File: src/design/bcsm_pkg.sv
`default_nettype none
package bcsm_pkg;
	localparam int SQRT_STEPS = 31;
	localparam int DIV_STEPS = 77;
	localparam logic [15:0] EPS_RESET = 16'd1074;
	localparam logic signed [15:0] BEST_RESET = 16'sh8000;

	typedef struct packed {
		logic signed [15:0] feature_element;
		logic signed [15:0] query_element;
		logic last_element;
		logic last_vector;
	} req_t;

	typedef struct packed {
		logic signed [15:0] similarity;
		logic signed [15:0] best_similarity;
		logic batch_done;
	} rsp_t;

	typedef struct packed {
		logic acc_en;
		logic load;
		logic sqrt_step;
		logic mul_en;
		logic div_step;
		logic res_load;
	} cmd_t;
endpackage
`default_nettype wire

File: src/design/bcsm_ctrl.sv
`default_nettype none
module bcsm_ctrl (
	input wire logic clk,
	input wire logic arst_n,
	input wire logic req_valid,
	input wire logic req_last,
	output logic req_ready,
	output logic rsp_valid,
	input wire logic rsp_ready,
	output bcsm_pkg::cmd_t cmd
);
	import bcsm_pkg::*;

	typedef enum logic [2:0] {ACC, LOAD, SQRT, MUL, DIV, DONE} state_t;
	state_t state_q;
	logic [6:0] cnt_q;

	always_comb begin
		cmd = '0;
		cmd.acc_en = (state_q == ACC) && req_valid;
		cmd.load = (state_q == LOAD);
		cmd.sqrt_step = (state_q == SQRT);
		cmd.mul_en = (state_q == MUL);
		cmd.div_step = (state_q == DIV);
		cmd.res_load = (state_q == DONE) && (!rsp_valid || rsp_ready);
	end
	assign req_ready = (state_q == ACC);

	always_ff @(posedge clk or negedge arst_n) begin
		if (!arst_n) begin
			state_q <= ACC;
			cnt_q <= '0;
			rsp_valid <= 1'b0;
		end else begin
			if (cmd.res_load)
				rsp_valid <= 1'b1;
			else if (rsp_ready)
				rsp_valid <= 1'b0;
			case (state_q)
				ACC: if (req_valid && req_last) state_q <= LOAD;
				LOAD: begin
					cnt_q <= '0;
					state_q <= SQRT;
				end
				SQRT: begin
					cnt_q <= cnt_q + 7'd1;
					if (cnt_q == 7'(SQRT_STEPS - 1)) state_q <= MUL;
				end
				MUL: begin
					cnt_q <= '0;
					state_q <= DIV;
				end
				DIV: begin
					cnt_q <= cnt_q + 7'd1;
					if (cnt_q == 7'(DIV_STEPS - 1)) state_q <= DONE;
				end
				DONE: if (cmd.res_load) state_q <= ACC;
				default: state_q <= ACC;
			endcase
		end
	end
endmodule
`default_nettype wire

File: config.mk
export PLATFORM = sky130hd
export DESIGN_NAME = bcsm_ctrl
export DESIGN_NICKNAME = d
export VERILOG_FILES = /design/src/design/bcsm_pkg.sv /design/src/design/bcsm_ctrl.sv
export SDC_FILE = /design/constraint.sdc
export NUM_CORES = 1
export LEC_CHECK = 0
export BUFFER_PORTS_ARGS = -buffer_cell sky130_fd_sc_hd__buf_2
export CORE_MARGIN = 1
export CORE_UTILIZATION = 40
export CTS_CLUSTER_SIZE = 10
export DETAILED_ROUTE_END_ITERATION = 8
export PLACE_DENSITY = 0.68
export SYNTH_ARGS = -nofsm -noshare
export SYNTH_HDL_FRONTEND = slang
export SYNTH_SLANG_ARGS = --single-unit
File: constraint.sdc
create_clock -name clk -period 1.4 [get_ports clk]
set_input_delay 0.07 -clock clk [delete_from_list [all_inputs] [get_ports clk]]
set_output_delay 0.07 -clock clk [all_outputs]
set_load 0.02 [all_outputs]
; ---- Word-level counts from Yosys, hierarchy flattened
; Cells that the tools add are included.
[word_totals]
register_bits = 11
in_bits = 5
out_inout_bits = 8
wordCells = 34
[op_classes]
addsub = 1
n_eq_ne = 11
n_mux = 8
n_reduce_logical = 11
[op_table]
columns = op, count
row1 = 3-bit case mux with 6 select lines, 1
row2 = 7-bit case mux with 2 select lines, 1
row3 = 3-bit 2-to-1 mux, 4
row4 = 7-bit by 1-bit adder with 7-bit output (second input constant), 1
row5 = 7-bit by 5-bit == test with 1-bit output (second input constant), 1
row6 = 7-bit == test (second input constant), 1
row7 = 3-bit by 2-bit == test with 1-bit output (second input constant), 2
row8 = 3-bit == test (second input constant), 2
row9 = 2-bit by 1-bit inequality test with 1-bit output (second input constant), 3
row10 = 4-bit AND reduction, 1
row11 = 2-bit nonzero test, 2
row12 = 2-bit OR reduction, 2
row13 = 3-bit by 1-bit == test with 1-bit output (second input constant), 1
row14 = 1-bit logical AND, 3
row15 = 3-bit logical NOT, 1
row16 = 1-bit 2-to-1 mux, 2
row17 = 2-bit inequality test (second input constant), 1
row18 = 1-bit logical NOT, 1
row19 = 1-bit logical OR, 1

; ---- Depth between registers and ports, before layout
[logic_depth]
word_depth = 5
ltp_mapped = 7
mapped_depth_nobuf = 6

; ---- Worst setup path before layout
; Ideal clock, no wire load.
[synth_timing]
path_type = register to register
from = register state_q[1]
to = register state_q[0]
setup_time_ns = 0.126
arrival_time_ns = 1.493
t_required_ns = 1.274
slack_ns = -0.218
stages_incl_launch_ff = 6
n_path_buf = 1
synth_period_minus_slack_ns = 1.618
cell_sequence = dfrtp_1 buf_2 nor3b_1 o21ai_0 nand4_1 o31ai_1
[synth_lines]
columns = element, line
row1 = from (decl), bcsm_ctrl.sv:15  ; state_t state_q;
row2 = from (signal assigned), bcsm_ctrl.sv:31  ; state_q <= ACC;
row3 = from (signal assigned), bcsm_ctrl.sv:40  ; ACC: if (req_valid && req_last) state_q <= LOAD;
row4 = from (signal assigned), bcsm_ctrl.sv:43  ; state_q <= SQRT;

==> metrics <==
distinct cell type count after synthesis 41; Setup crit end kind primary output; pin count of the biggest net entering global routing 19; GRT Overall Usage 0.217; Period Utilization, post-route 1.03; Via density 6.00; setup repair after global routing missed its margin yes; Routed WL around 2500 um; Clk pin slew, worst setup/hold paths 0.07 ns; TritonCTS clock tree yes; hold slack ~0.12 ns; Power Dens Cells 2130 mW/mm^2; R2R depth 4; Clk Latency, worst-skew pair 0.28 ns; worst hold path class in -> reg; detail-routed net length per standard cell 16.0 um; number of CTS-inserted buffers 3; routed vias 954; Sequential Area 279 um^2; register area share after synthesis 0.304; Max Cap Viol 0; failing checks negative setup slack; core area just over 0.002 mm^2; run status finished with violations; crit path kind reg -> out; die height 49.6 um; diodes inserted 0; antenna violations before repair 0; total design power 2.71 mW; 1st-iter DRT viols 29; Worst R2R End cnt_q[1]; final hold vios 0; H-tree depth 1; Data arrival, critical path 1.37 ns; share of layout cells above drive strength 1 0.409; Max Clk Rate 0.697 GHz; flop and latch count out of synthesis 11; Leak 0.528 nW; worst path required time 1.33 ns; Least-Margin Pin Slew between 0.3 and 0.4 ns; vias in the first global route ~840; 1st-pass router iterations 4; die width 49.6 um; fin util 0.623; Post-route DRC 0; flop-to-flop setup slack approximately 0.01 ns; port bufs 12; Max Buffers Root-to-Sink 2; startpoint types flip-flop; syn avg cell area 8.31 um^2; antenna-violating nets left 0; multi-input logic area 658 um^2; P&R area growth vs syn 40.5%; Critical Path Source state_q[2]; mapped cell area ~910 um^2; I/O pins 13; YS warnings 0; gr ovfl total 0; Fin Setup TNS -0.0468 ns; reg2reg start cnt_q[0]; Worst Setup EP cmd[5]; Mapped Cells 109; CTS Root Cell clkbuf_4; # fillers 176; Peak supply drop roughly 1.1 mV; gpl congestion 0.862; dpl hpwl 1620 um; die area about 0.0025 mm^2; final setup vio count 2; worst setup margin -0.0354 ns; # rows 16; Max Slew Vio Count 0; syn_nets 117; Setup Skew 0.000245 ns; starting density of the core 0.444; Tmin final 1.44 ns; first-pass GRT wire length 3960 um; clock tree sinks 11; Worst slew margin 0.763; Net count, final between 100 and 150; CP max FO 6
[sequential cells by signal (all words and copies together) (netlist names)]
register and count:
cnt_q 7, rsp_valid 1, state_q 3
[cell type report]
| cell class | instances | area share |
|---|---|---|
| multi-input combinational | 82 | 0.517 |
| sequential | 11 | 0.219 |
| timing repair buffer | 31 | 0.205 |
| tap | 27 | 0.0265 |
| clock buffer | 4 | 0.0206 |
| inverter | 4 | 0.0118 |
[per-layer routing]
metal / global-route usage / wire (um) / up-vias
met1: 0.288 / 1100 / 473
met5: 0 / 0 / -
met2: 0.320 / 1290 / 29
met3: 0.0340 / 84 / 7
li1: - / - / 445
met4: 0.148 / 68 / 0
[critical path: stages (launching register included)]
cell and delay (ns):
dfrtp_2 0.46, or2_4 0.28, nor2_4 0.09, and2_4 0.15
buf_6 0.11
[cell usage in the layout, fill, tap and decap left out, types with 2 or more instances in the layout]
cell	n
dfrtp_2	3
clkbuf_4	3
o21ai_0	5
nor2_4	2
o31ai_1	4
buf_6	4
ha_1	2
nand2b_1	2
o31ai_4	2
mux2i_1	3
a221o_1	2
and2b_1	3
buf_12	2
nor3b_2	2
buf_2	6
a222oi_1	2
nand4_1	2
o211ai_1	2
nand2_1	12
nand3_1	2
dfrtp_1	8
and2_4	2
nor2_1	4
inv_1	4
a21oi_1	3
buf_4	18
nor3_1	3
[report_power, final]
part           switching, mW  internal, mW
Clock                  0.121         0.111
Sequential             0.271         0.459
Combinational          0.855         0.894
Total                   1.25          1.46
[synthesized netlist by cell type]
| cell | n | area (um^2) |
|---|---|---|
| nor3_1 | 3 | 15.0 |
| o21ai_0 | 6 | 30.0 |
| a211oi_1 | 1 | 7.51 |
| nand3_1 | 4 | 20.0 |
| and2b_1 | 3 | 22.5 |
| and3_1 | 1 | 6.26 |
| nor3b_1 | 4 | 30.0 |
| o211ai_1 | 2 | 15.0 |
| a222oi_1 | 2 | 20.0 |
| a21oi_1 | 3 | 15.0 |
| nand4b_1 | 1 | 8.76 |
| buf_4 | 1 | 7.51 |
| buf_2 | 3 | 15.0 |
| o311ai_0 | 1 | 8.76 |
| and3b_1 | 1 | 8.76 |
| nand4_1 | 2 | 12.5 |
| and2_1 | 2 | 12.5 |
| o41ai_2 | 1 | 16.3 |
| nor2_1 | 6 | 22.5 |
| and2_0 | 1 | 6.26 |
| dfrtp_1 | 11 | 275 |
| a221o_1 | 2 | 20.0 |
| ha_1 | 3 | 37.5 |
| xnor2_1 | 1 | 8.76 |
| buf_6 | 2 | 22.5 |
| inv_1 | 4 | 15.0 |
| o31ai_1 | 6 | 45.0 |
| nor4b_1 | 1 | 8.76 |
| a22o_1 | 1 | 8.76 |
| nand2_1 | 13 | 48.8 |
| buf_1 | 1 | 3.75 |
| clkbuf_1 | 4 | 15.0 |
| mux2i_1 | 3 | 30.0 |
| o21bai_1 | 1 | 7.51 |
| o311a_1 | 1 | 10.0 |
| nand2b_1 | 2 | 12.5 |
| nand3b_1 | 1 | 7.51 |
| or2_2 | 1 | 6.26 |
| or2_1 | 1 | 6.26 |
| clkbuf_2 | 1 | 5.00 |
| nand4bb_1 | 1 | 11.3 |
[metrics by stage]
| step | instance area, um^2 | instances | setup slack (ns) |
|---|---|---|---|
| 3_3_place_gp | 1040 | 147 | 0.0350 |
| 6_report | 1270 | 159 | -0.0354 |
| 5_1_grt | 1270 | 159 | -0.0818 |
| 2_1_floorplan | 933 | 109 | 0.000956 |
| 4_1_cts | 1170 | 155 | -0.0320 |
| 3_5_place_dp | 1040 | 147 | -0.0524 |
[cell families (layout without fill, tap and decap cells)]
logic type,Yosys count,in the layout,synth area share
buf+inv,16,39,0.0925
mux,3,3,0.0332
fa+ha+maj,3,3,0.0414
simple gates,48,48,0.294
compound gates,27,27,0.225
flops,11,11,0.304
xor+xnor,1,1,0.00967
[how the worst min path moves through the flow]
stage               startpoint    endpoint  slack [ns]  cells past startpoint
global route         rsp_ready  state_q[0]        0.13                      3
global placement        arst_n    cnt_q[3]       -0.04                      1
CTS                  rsp_ready  state_q[0]        0.12                      3
detailed placement      arst_n    cnt_q[3]       -0.04                      1
floorplan               arst_n    cnt_q[0]       -0.23                      0
finish               rsp_ready  state_q[0]        0.12                      3
[timing repair]
item,in CTS,in global routing
endpoints found under the setup margin,5,12
gates resized for setup,17,17
hold buffers,1,0
pin swaps,1,8
gates cloned,0,0
hold endpoints to repair,11,0
setup buffers,3,4
Power figures use the tool's default switching activity.
